File: src/design/altf_pkg.sv
`default_nettype none

package altf_pkg;

   localparam int WORD_W      = 16;
   localparam int LEN_W       = 18;
   localparam int HDR_W       = 4;
   localparam int BLOCK_WORDS = 16;
   localparam int IDX_W       = $clog2(BLOCK_WORDS);
   localparam int FILL_W      = IDX_W + 1;

   localparam logic [HDR_W-1:0]  HDR_WORDS = 4'd8;
   localparam logic [WORD_W-1:0] START_BIT = 16'h8000;

   // tape word select
   localparam logic [2:0] SEL_ZERO      = 3'd0;
   localparam logic [2:0] SEL_NEG_COUNT = 3'd1;
   localparam logic [2:0] SEL_ADDR      = 3'd2;
   localparam logic [2:0] SEL_BLOCK_CK  = 3'd3;
   localparam logic [2:0] SEL_DATA      = 3'd4;
   localparam logic [2:0] SEL_ONE       = 3'd5;
   localparam logic [2:0] SEL_START     = 3'd6;
   localparam logic [2:0] SEL_START_CK  = 3'd7;

   typedef struct packed {
      logic       accept;
      logic [2:0] sel;
      logic       idx_reset;
      logic       idx_step;
      logic       clear_block;
      logic       set_finished;
   } ctrl_cmd_type;

   typedef struct packed {
      logic hdr_last;
      logic data_ev;
      logic length_zero;
      logic run_done;
      logic block_full;
      logic data_last;
      logic finished;
   } dp_status_type;

endpackage

`default_nettype wire

File: src/design/absolute_loader_tape_framer_top.sv
`default_nettype none

// loader tape framer: object file words in, loader tape words out
// input: one object word per item on req_in_word, taken when start is high and busy low
// results: rsp_out_word with rsp_last_of_run and rsp_end_of_output, valid while
//   rsp_strobe is high, one word per cycle; the receiver cannot stall, so none is held
// config: csr_wr_en writes csr_suppress_start; user writes only while idle, not enforced
// an item's results follow the decode state S_DECIDE that comes after every taken item;
//   an item with no result goes from S_DECIDE back to idle
// an item that closes a block of n data words gives the negative count, load address,
//   block checksum, n data words and two zero words, and after the last data word
//   the start block: a one, the start word and its checksum
// a full 16-word block is 16 items: the first 15 give no result, the last closes it
// after the start block every further item is taken and dropped with no result
// reset clears the header count, length, counters, the config flag and the finished flag;
//   the block buffer is not cleared, each entry is written before it is read

module absolute_loader_tape_framer_top
   import altf_pkg::*;
(
   input  wire logic              clock,
   input  wire logic              reset,
   input  wire logic              start,
   output logic                   busy,
   input  wire logic [WORD_W-1:0] req_in_word,
   output logic                   rsp_strobe,
   output logic [WORD_W-1:0]      rsp_out_word,
   output logic                   rsp_last_of_run,
   output logic                   rsp_end_of_output,
   input  wire logic              csr_wr_en,
   input  wire logic              csr_suppress_start
);

   ctrl_cmd_type  cmd;
   dp_status_type status;

   altf_ctrl u_ctrl (
      .clock             (clock),
      .reset             (reset),
      .start             (start),
      .status            (status),
      .cmd               (cmd),
      .busy              (busy),
      .rsp_strobe        (rsp_strobe),
      .rsp_last_of_run   (rsp_last_of_run),
      .rsp_end_of_output (rsp_end_of_output)
   );

   altf_dpath u_dpath (
      .clock              (clock),
      .reset              (reset),
      .csr_wr_en          (csr_wr_en),
      .csr_suppress_start (csr_suppress_start),
      .req_in_word        (req_in_word),
      .cmd                (cmd),
      .status             (status),
      .rsp_out_word       (rsp_out_word)
   );

endmodule

`default_nettype wire

File: src/design/altf_dpath.sv
`default_nettype none

module altf_dpath
   import altf_pkg::*;
(
   input  wire logic              clock,
   input  wire logic              reset,
   input  wire logic              csr_wr_en,
   input  wire logic              csr_suppress_start,
   input  wire logic [WORD_W-1:0] req_in_word,
   input  wire ctrl_cmd_type      cmd,
   output dp_status_type          status,
   output logic [WORD_W-1:0]      rsp_out_word
);

   localparam logic [HDR_W-1:0] HDR_LEN_A = 4'd1;
   localparam logic [HDR_W-1:0] HDR_LEN_B = 4'd2;
   localparam logic [HDR_W-1:0] HDR_LEN_C = 4'd6;

   logic                suppress_ff;
   logic [HDR_W-1:0]    hdr_idx_ff,  hdr_idx_in;
   logic [LEN_W-1:0]    length_ff,   length_in;
   logic [LEN_W-1:0]    taken_ff,    taken_in;
   logic [FILL_W-1:0]   fill_ff,     fill_in;
   logic [WORD_W-1:0]   sum_ff,      sum_in;
   logic                finished_ff, finished_in;
   logic                hdr_last_ff, hdr_last_in;
   logic                data_ev_ff,  data_ev_in;
   logic [IDX_W-1:0]    idx_ff,      idx_in;
   logic [WORD_W-1:0]   rd_data_ff;
   logic [WORD_W-1:0]   mem [BLOCK_WORDS];

   logic                take_word;
   logic                take_data;
   logic [IDX_W-1:0]    rd_addr;
   logic [WORD_W-1:0]   fill_word;
   logic [WORD_W-1:0]   neg_count;
   logic [WORD_W-1:0]   load_addr;
   logic [WORD_W-1:0]   block_ck;
   logic [WORD_W-1:0]   start_word;
   logic [WORD_W-1:0]   start_ck;

   assign take_word = cmd.accept && !finished_ff;
   assign take_data = take_word && (hdr_idx_ff == HDR_WORDS);
   assign rd_addr   = cmd.idx_reset ? '0 : idx_ff + 1'b1;

   always_comb begin
      hdr_idx_in  = hdr_idx_ff;
      length_in   = length_ff;
      taken_in    = taken_ff;
      fill_in     = fill_ff;
      sum_in      = sum_ff;
      finished_in = finished_ff;
      hdr_last_in = hdr_last_ff;
      data_ev_in  = data_ev_ff;
      idx_in      = idx_ff;
      if (cmd.accept) begin
         hdr_last_in = 1'b0;
         data_ev_in  = 1'b0;
      end
      if (take_word) begin
         if (hdr_idx_ff != HDR_WORDS) begin
            if (hdr_idx_ff inside {HDR_LEN_A, HDR_LEN_B, HDR_LEN_C}) begin
               length_in = length_ff + {{(LEN_W-WORD_W){1'b0}}, req_in_word};
            end
            hdr_idx_in  = hdr_idx_ff + 1'b1;
            hdr_last_in = (hdr_idx_ff == HDR_WORDS - 1'b1);
         end else begin
            fill_in    = fill_ff + 1'b1;
            sum_in     = sum_ff + req_in_word;
            taken_in   = taken_ff + 1'b1;
            data_ev_in = 1'b1;
         end
      end
      if (cmd.clear_block) begin
         fill_in = '0;
         sum_in  = '0;
      end
      if (cmd.set_finished) begin
         finished_in = 1'b1;
      end
      if (cmd.idx_reset) begin
         idx_in = '0;
      end else if (cmd.idx_step) begin
         idx_in = idx_ff + 1'b1;
      end
   end

   always_ff @(posedge clock) begin
      if (reset) begin
         suppress_ff <= 1'b0;
         hdr_idx_ff  <= '0;
         length_ff   <= '0;
         taken_ff    <= '0;
         fill_ff     <= '0;
         sum_ff      <= '0;
         finished_ff <= 1'b0;
         hdr_last_ff <= 1'b0;
         data_ev_ff  <= 1'b0;
         idx_ff      <= '0;
      end else begin
         if (csr_wr_en) begin
            suppress_ff <= csr_suppress_start;
         end
         hdr_idx_ff  <= hdr_idx_in;
         length_ff   <= length_in;
         taken_ff    <= taken_in;
         fill_ff     <= fill_in;
         sum_ff      <= sum_in;
         finished_ff <= finished_in;
         hdr_last_ff <= hdr_last_in;
         data_ev_ff  <= data_ev_in;
         idx_ff      <= idx_in;
      end
   end

   // block buffer
   always_ff @(posedge clock) begin
      if (take_data) begin
         mem[fill_ff[IDX_W-1:0]] <= req_in_word;
      end
      rd_data_ff <= mem[rd_addr];
   end

   assign fill_word  = {{(WORD_W-FILL_W){1'b0}}, fill_ff};
   assign neg_count  = '0 - fill_word;
   assign load_addr  = taken_ff[WORD_W-1:0] - fill_word;
   assign block_ck   = '0 - (neg_count + load_addr + sum_ff);
   assign start_word = suppress_ff ? '0 : START_BIT;
   assign start_ck   = '0 - (start_word + 1'b1);

   always_comb begin
      case (cmd.sel)
         SEL_ZERO:      rsp_out_word = '0;
         SEL_NEG_COUNT: rsp_out_word = neg_count;
         SEL_ADDR:      rsp_out_word = load_addr;
         SEL_BLOCK_CK:  rsp_out_word = block_ck;
         SEL_DATA:      rsp_out_word = rd_data_ff;
         SEL_ONE:       rsp_out_word = {{(WORD_W-1){1'b0}}, 1'b1};
         SEL_START:     rsp_out_word = start_word;
         SEL_START_CK:  rsp_out_word = start_ck;
         default:       rsp_out_word = '0;
      endcase
   end

   assign status.hdr_last    = hdr_last_ff;
   assign status.data_ev     = data_ev_ff;
   assign status.length_zero = (length_ff == '0);
   assign status.run_done    = (taken_ff >= length_ff);
   assign status.block_full  = (fill_ff == FILL_W'(BLOCK_WORDS));
   assign status.data_last   = (({1'b0, idx_ff} + 1'b1) == fill_ff);
   assign status.finished    = finished_ff;

endmodule

`default_nettype wire

File: src/design/altf_ctrl.sv
`default_nettype none

module altf_ctrl
   import altf_pkg::*;
(
   input  wire logic          clock,
   input  wire logic          reset,
   input  wire logic          start,
   input  wire dp_status_type status,
   output ctrl_cmd_type       cmd,
   output logic               busy,
   output logic               rsp_strobe,
   output logic               rsp_last_of_run,
   output logic               rsp_end_of_output
);

   localparam logic [3:0] S_IDLE     = 4'd0;
   localparam logic [3:0] S_DECIDE   = 4'd1;
   localparam logic [3:0] S_HDR_Z0   = 4'd2;
   localparam logic [3:0] S_HDR_Z1   = 4'd3;
   localparam logic [3:0] S_BLK_NEG  = 4'd4;
   localparam logic [3:0] S_BLK_ADDR = 4'd5;
   localparam logic [3:0] S_BLK_CK   = 4'd6;
   localparam logic [3:0] S_BLK_DATA = 4'd7;
   localparam logic [3:0] S_BLK_Z0   = 4'd8;
   localparam logic [3:0] S_BLK_Z1   = 4'd9;
   localparam logic [3:0] S_ST_ONE   = 4'd10;
   localparam logic [3:0] S_ST_WORD  = 4'd11;
   localparam logic [3:0] S_ST_CK    = 4'd12;

   logic [3:0] state_ff, state_in;

   always_comb begin
      state_in          = state_ff;
      cmd               = '0;
      cmd.sel           = SEL_ZERO;
      rsp_strobe        = 1'b0;
      rsp_last_of_run   = 1'b0;
      rsp_end_of_output = 1'b0;
      case (state_ff)
         S_IDLE: begin
            if (start) begin
               cmd.accept = 1'b1;
               state_in   = S_DECIDE;
            end
         end
         S_DECIDE: begin
            if (status.hdr_last) begin
               state_in = S_HDR_Z0;
            end else if (status.data_ev && (status.block_full || status.run_done)) begin
               state_in = S_BLK_NEG;
            end else begin
               state_in = S_IDLE;
            end
         end
         S_HDR_Z0: begin
            rsp_strobe = 1'b1;
            state_in   = S_HDR_Z1;
         end
         S_HDR_Z1: begin
            rsp_strobe = 1'b1;
            if (status.length_zero) begin
               state_in = S_ST_ONE;
            end else begin
               rsp_last_of_run = 1'b1;
               state_in        = S_IDLE;
            end
         end
         S_BLK_NEG: begin
            rsp_strobe = 1'b1;
            cmd.sel    = SEL_NEG_COUNT;
            state_in   = S_BLK_ADDR;
         end
         S_BLK_ADDR: begin
            rsp_strobe = 1'b1;
            cmd.sel    = SEL_ADDR;
            state_in   = S_BLK_CK;
         end
         S_BLK_CK: begin
            rsp_strobe    = 1'b1;
            cmd.sel       = SEL_BLOCK_CK;
            cmd.idx_reset = 1'b1;
            state_in      = S_BLK_DATA;
         end
         S_BLK_DATA: begin
            rsp_strobe   = 1'b1;
            cmd.sel      = SEL_DATA;
            cmd.idx_step = 1'b1;
            if (status.data_last) begin
               state_in = S_BLK_Z0;
            end
         end
         S_BLK_Z0: begin
            rsp_strobe = 1'b1;
            state_in   = S_BLK_Z1;
         end
         S_BLK_Z1: begin
            rsp_strobe      = 1'b1;
            cmd.clear_block = 1'b1;
            if (status.run_done) begin
               state_in = S_ST_ONE;
            end else begin
               rsp_last_of_run = 1'b1;
               state_in        = S_IDLE;
            end
         end
         S_ST_ONE: begin
            rsp_strobe = 1'b1;
            cmd.sel    = SEL_ONE;
            state_in   = S_ST_WORD;
         end
         S_ST_WORD: begin
            rsp_strobe = 1'b1;
            cmd.sel    = SEL_START;
            state_in   = S_ST_CK;
         end
         S_ST_CK: begin
            rsp_strobe        = 1'b1;
            rsp_last_of_run   = 1'b1;
            rsp_end_of_output = 1'b1;
            cmd.sel           = SEL_START_CK;
            cmd.set_finished  = 1'b1;
            state_in          = S_IDLE;
         end
         default: begin
            state_in = S_IDLE;
         end
      endcase
   end

   assign busy = (state_ff != S_IDLE);

   always_ff @(posedge clock) begin
      if (reset) begin
         state_ff <= S_IDLE;
      end else begin
         state_ff <= state_in;
      end
   end

`ifndef SYNTHESIS
   a_eoo_is_last: assert property (@(posedge clock) disable iff (reset)
      rsp_end_of_output |-> (rsp_last_of_run && rsp_strobe))
      else $error("end of output without last of run");

   a_gap_after_last: assert property (@(posedge clock) disable iff (reset)
      rsp_last_of_run |=> !rsp_strobe)
      else $error("result right after last of run");

   a_finished_after_start: assert property (@(posedge clock) disable iff (reset)
      (state_ff == S_ST_CK) |=> status.finished)
      else $error("start block out but not finished");

   a_start_block_cause: assert property (@(posedge clock) disable iff (reset)
      (state_ff == S_ST_ONE) |-> (status.run_done || status.length_zero))
      else $error("start block before end of data");

   a_block_not_empty: assert property (@(posedge clock) disable iff (reset)
      (state_ff == S_BLK_NEG) |-> !(status.data_last && status.block_full))
      else $error("block count inconsistent");
`endif

endmodule

`default_nettype wire
File: config.mk
export PLATFORM = sky130hd
export DESIGN_NAME = absolute_loader_tape_framer_top
export DESIGN_NICKNAME = d
export VERILOG_FILES = /design/src/design/altf_pkg.sv /design/src/design/absolute_loader_tape_framer_top.sv /design/src/design/altf_dpath.sv /design/src/design/altf_ctrl.sv
export SDC_FILE = /design/constraint.sdc
export NUM_CORES = 1
export LEC_CHECK = 0
export BUFFER_PORTS_ARGS = -buffer_cell sky130_fd_sc_hd__buf_2
export CORE_ASPECT_RATIO = 0.6
export CORE_UTILIZATION = 35
export DETAILED_ROUTE_END_ITERATION = 7
export PLACE_DENSITY = 0.52
export SKIP_CTS_REPAIR_TIMING = 1
export SLEW_MARGIN = 5
export SYNTH_ARGS = -nofsm -noshare
export SYNTH_HDL_FRONTEND = slang
export SYNTH_SLANG_ARGS = --single-unit
export TNS_END_PERCENT = 100
File: constraint.sdc
create_clock -name clock -period 9.9 [get_ports clock]
set_input_delay 0.99 -clock clock [delete_from_list [all_inputs] [get_ports clock]]
set_output_delay 0.99 -clock clock [all_outputs]
set_load 0.02 [all_outputs]
## Word level (Yosys, flattened, before mapping)

Memory sizes are Yosys's and may differ from the RTL's. A register that Yosys moved wholly into a read port is not among the register bits.
Index checks and enable logic that the tools add are counted.

- Memory bits (writable): 256
- Output and inout port bits: 20
- Logic and storage cells: 103
- Input port bits: 21
- Register bits: 73
- Memories kept: 1

Memory list:

| memory | words | bits a word | read ports | clocked after Yosys merged registers in | write ports | RTL line | source |
|---|---|---|---|---|---|---|---|
| u_dpath.mem | 16 | 16 | 1 | 1 | 1 | altf_dpath.sv:31 | `logic [WORD_W-1:0] mem [BLOCK_WORDS];` |

- $add $sub $neg: 14
- Eq/ne operators: 29
- Order comparisons: 1
- Bitwise logic cells: 1
- Muxes and demuxes: 29
- Reductions and logical operators: 17

Operators with widths:

| operator | number |
|---|---|
| $pmux W16 S8 | 1 |
| $add A16 B16 Y16 | 3 |
| $pmux W4 S12 | 1 |
| $sub A1 B16 Y16 const A | 2 |
| $eq A4 B3 Y1 const B | 6 |
| $eq A4 B4 Y1 const B | 6 |
| $mux W4 | 6 |
| $pmux W3 S7 | 1 |
| $add A18 B1 Y18 const B | 1 |
| $add A18 B16 Y18 | 1 |
| $ge A18 B18 Y1 | 1 |
| $logic_not A18 Y1 | 1 |
| $mux W1 | 17 |
| $add A16 B1 Y16 const B | 1 |
| $mux W16 | 1 |
| $sub A16 B5 Y16 | 1 |
| $eq A3 B3 Y1 const B | 4 |
| $eq A4 B2 Y1 const B | 3 |
| $reduce_or A11 Y1 | 1 |
| $add A4 B1 Y4 const B | 2 |
| $eq A4 B1 Y1 const B | 2 |
| $eq A3 B2 Y1 const B | 2 |
| $reduce_and A2 Y1 | 3 |
| $sub A1 B5 Y6 const A | 1 |
| 19 further kinds | 23 |

## Depth between registers and ports, before layout

- Word-level depth: 6
- Gate-level depth with buffers: 20
- Depth with buffers taken out: 20

## Modules after synthesis

Synthesis repeated with hierarchy kept, for this count alone.

- Cells, all modules: 1541
- Area, all modules: 17719.5 µm²

Modules (own cells, without submodules):

| module | seq. area each (µm²) | area an instance (µm²) | times used | cells each |
|---|---|---|---|---|
| altf_dpath | 9389.0 | 17269.1 | 1 | 1480 |
| altf_ctrl | 80.1 | 450.4 | 1 | 61 |

## Least setup slack after synthesis

OpenSTA, ideal clock, no wires.

- Kind: register to output
- Start point: register u_dpath.fill_ff[1]
- End point: output rsp_out_word[15]
- Slack: 4.016 ns
- Data required time: 8.910 ns
- Data arrival time: 4.894 ns
- Cell stages (with the launch flop): 20
- Buffers on the path: 0
- Path through: dfxtp_1 -> inv_1 -> ha_1 -> nor2b_1 -> o2111a_1 -> nor3b_1 -> inv_1 -> or3_1 -> xnor2_1 -> fa_1 -> inv_1 -> ha_1 -> ha_1 -> a21o_1 -> a21o_1 -> a221o_1 -> a41oi_1 -> o21ai_0 -> xnor3_1 -> o21ai_0

- Word-level cells in the longest chain between the ends: 5
- Elaborated cells between the ends (all ways): 6
- Those cells by class: add/sub: 5; mux: 1

Ends and longest elaborated chain:

| element | RTL line | source |
|---|---|---|
| from (decl) | altf_dpath.sv:24 | `logic [FILL_W-1:0] fill_ff, fill_in;` |
| from (signal assigned) | altf_dpath.sv:108 | `fill_ff <= fill_in;` |
| $sub A16 B5 Y16 / $sub A1 B5 Y6 (equally long branches) | altf_dpath.sv:127, altf_dpath.sv:126 |  |
| $add A16 B16 Y16 (2 in series) | altf_dpath.sv:128 | `assign block_ck = '0 - (neg_count + load_addr + sum_ff);` |
| $sub A1 B16 Y16 | altf_dpath.sv:128 |  |
| $pmux W16 S8 (*) | altf_dpath.sv:133 | `case (cmd.sel)` |
| to (decl) | absolute_loader_tape_framer_top.sv:27 | `output logic [WORD_W-1:0] rsp_out_word,` |

Every way passes the cells marked *; elsewhere a longest branch is shown, timed or not.

## Worst setup path in the final report

Same ends and word-level chain as after synthesis.

==> out/qor.yml <==
run_status:
  result_of_the_run: "finished clean"
synth:
  synth-seq-area-share_pct: 52.9
  synth_flop_cell: "edfxtp_1"
  synthesis.area_per_instance_sq_um: 11.3
  syn_area_sq_mm: 0.0179
  net_count_synth: 1718
  synth_cells: 1584
  synth-async-reset-ratio_pct: 0
  ys_top_cells_by_area: "edfxtp_1 (43%), dfxtp_1 (10%), ha_1 (6.6%), a21oi_1 (3.7%), nand2_1 (2.5%)"
  synth.lib_cells_used.distinct: 69
  synth.ff_latch_count: 345
  synth.top_cell.area_share_pct: 43.0
  synth-edff-count: 256
  yosys_warnings: 0
  synth.most_common_cell: "edfxtp_1"
  synth.cells.most_frequent: "edfxtp_1 (256), a21oi_1 (131), nand2_1 (119)"
  synth_top_area_cell: "edfxtp_1"
clock_tree:
  cts_root_buf: "clkbuf_16"
  clkSlewWorstSetupHoldPaths_ns: 0.06
  tritoncts_num_sinks: 345
  clk_latency_ns: 0.54
  tritoncts_clock_tree: "built"
  htree_levels: 2
  cts-buffers-inserted: 35
  clock_path_buffers: 3
sta:
  total_count_of_hold_check_failures_in_the_final_report: 0
  period_needed_ns: 7.19
  slew_headroom_pct: 22.0
  post_route_skew_ns: 0.0197
  maximum_clock_rate_mhz: 139
  final.period_utilization_pct: 72.7
  worstMarginPinSlew_ns: 1.17
  report.final.setup_viol: 0
  setup_slack_ns: 2.71
  final_max_slew_viol_count: 0
  finalSetupTns_ns: 0
  unrepaired_setup_endpoints_after_global_routing: "false"
  hold_ws_ns: 0.471
power:
  clockPowerShare_pct: 42.4
  comb_power_share_pct: 5.7
  p_leak_nw: 6.99
  maximum_ir_drop_on_the_vdd_rail_mv: 0.102
  powerDensity_mw_per_mm2: 151
  switchingPower_w: 0.000697
  total_power_w: 0.00303
  power.share.sequential_pct: 51.9
  power.share.switching_pct: 23.0
  internal_cell_power_w: 0.00233
drt:
  first_pass_iters: 5
  vias_per_cell: 5.47
  drt_first_iter_violations: 1263
  drc_errors: 0
  final_antenna_net_count: 0
  drt-total-wl_microns: 52500
  drt_wl_cell_microns: 22.6
  vias: 12700
floorplan:
  die_y_microns: 177
  core_area_sq_mm: 0.0499
  initial_utilization_pct: 35.8
  boundary_pins: 41
  die-width_microns: 294
  num_rows: 63
  design.die.area_sq_mm: 0.0520
layout:
  share_of_post_route_cells_with_drive_strength_above_1_pct: 11.5
  final_net_count: 1745
  layout-area-overhead-vs-synth_pct: 11.8
  n_fill_cell: 4821
  layout.core_utilization_pct: 40.1
worst_setup_path:
  critical_path.startpoint_type: "flop"
  regToRegStartpoint: "u_ctrl.state_ff[2]"
  worstPathMaxFanout: 8
  cp_slowest_stage_delay_ns: 0.73
  timing.critical_path.required_ns: 8.91
  worst-setup-path-type: "reg -> out"
  crit_slowest_cell: "nor3b_1"
  critical_path.endpoint_type: "primary output"
  arrival_worst_endpoint_ns: 6.20
  critical_path.cell_chain: "inv_1 > ha_1 > nor2b_1 > o2111a_1 > nor3b_1 > inv_1 > or3_1 > xnor2_1 > fa_1 > inv_1 > ha_1 > ha_1 > a21o_1 > a21o_1 > a221o_1 > a41oi_1 > o21ai_0 > xnor3_1 > o21ai_0 > buf_2"
  startpoint_of_the_worst_setup_timing_path: "u_dpath.fill_ff[1]"
placement:
  routabilityCongestion: 0.894
  place.port_buffers: 40
  detailedPlace.worstSlack_ns: 3.38
  detailed_place_hpwl_microns: 35000
global_routing:
  number_of_global_route_vias_before_repair: 11800
  first_pass_grt_wire_length_microns: 77700
  grt_remaining_overflow: 0
  grt_use_total_pct: 20.2
  grt_antenna_before_repair: 3
  pin_count_of_the_biggest_net_entering_global_routing: 71
flow_run:
  drv.max_cap_violation_count: 0
hold_path:
  hold_path.class: "reg -> reg"
  hold_start: "u_dpath.data_ev_ff"
## cell type report
| class | count | area (sq um) | area share, % |
|---|---|---|---|
| timing repair buffer | 68 | 410 | 2.05 |
| sequential | 345 | 9470 | 47.4 |
| clock inverter | 12 | 109 | 0.544 |
| clock buffer | 51 | 967 | 4.84 |
| multi-input combinational | 1078 | 7870 | 39.4 |
| tap | 682 | 853 | 4.27 |
| inverter | 83 | 312 | 1.56 |
| antenna | 2 | 5.00 | 0.0250 |
## logic make-up after synthesis
family,Yosys count,share of synthesized area [%]
AOI/OAI and AO/OA,399,14.6
xor gates and xnor gates,69,3.46
adders and majority gates,113,8.66
buffers and inverters,161,3.47
DFF,345,52.9
muxes,64,4.90
and+or+nand+nor,433,12.0
## worst paths after layout
kind	end	slack [ns]	cells after the start
worst max-delay path	rsp_out_word[15]	2.71	20
worst min-delay path	u_dpath.data_ev_ff	0.47	2
worst max register to register	u_dpath.rd_data_ff[14]	5.82	8
worst min register to register	u_dpath.data_ev_ff	0.47	2
## power groups by stage
| stage | clock (W) | sequential, W | combinational (W) |
|---|---|---|---|
| 2_1_floorplan | 0 | 0.00160 | 0.000106 |
| 3_5_place_dp | 0 | 0.00160 | 0.000171 |
| 5_1_grt | 0.00136 | 0.00157 | 0.000190 |
| 3_3_place_gp | 0 | 0.00160 | 0.000168 |
| 4_1_cts | 0.00131 | 0.00157 | 0.000172 |
| 6_report | 0.00128 | 0.00157 | 0.000173 |
## routing by layer
metal  part of all wire (%)  GRT usage, %  wire length, microns  up-vias
met3                    7.9          3.65                  4160       54
met2                     39          27.2                 20400      410
met1                     52          32.9                 27300     6245
met4                    1.3          3.60                   706        0
li1                       -             -                     -     5994
met5                      0             0                     0        -
## per-stage QoR
step	cells	area [sq um]
2_1_floorplan	1584	17900
3_3_place_gp	2256	18900
3_5_place_dp	2256	18900
4_1_cts	2319	20000
5_1_grt	2319	20000
6_report	2321	20000
## placed cells by master, fill, tap and decap left out, types with 9 or more instances in the layout
cell and count:
nor2_1 99, clkbuf_1 14, o21ai_0 81, a221o_1 17, xor2_1 27, o311ai_0 37, nor3_1 26, a31oi_1 9
nand3_1 42, buf_4 28, clkbuf_16 36, inv_1 81, a21o_1 22, buf_2 40, xnor2_1 40, nor2b_1 18
a211oi_1 15, mux2i_1 19, nand2b_1 43, mux2_2 29, o21a_1 14, nor2_2 10, edfxtp_1 256, fa_1 18
nand2_1 119, mux4_2 16, and3_1 11, a21oi_1 131, nand3b_1 12, dfxtp_1 88, ha_1 95
## critical path, delay by kind of cell (launching register included)
family	cells	cell delay (ns)
AOI/OAI and AO/OA	7	1.63
and+or+nand+nor	3	1.23
adders and majority gates	4	1.29
xor gates and xnor gates	2	0.48
DFF	1	0.52
buffers and inverters	4	0.51
## registers in the layout (all words and copies together), names as in the netlist
register	cells
u_ctrl.state_ff	4
u_dpath.data_ev_ff	1
u_dpath.fill_ff	5
u_dpath.finished_ff	1
u_dpath.hdr_idx_ff	4
u_dpath.hdr_last_ff	1
u_dpath.idx_ff	4
u_dpath.length_ff	18
u_dpath.mem	256
u_dpath.rd_data_ff	16
u_dpath.sum_ff	16
u_dpath.suppress_ff	1
u_dpath.taken_ff	18
Note: power is estimated with default switching activity, not from simulation.
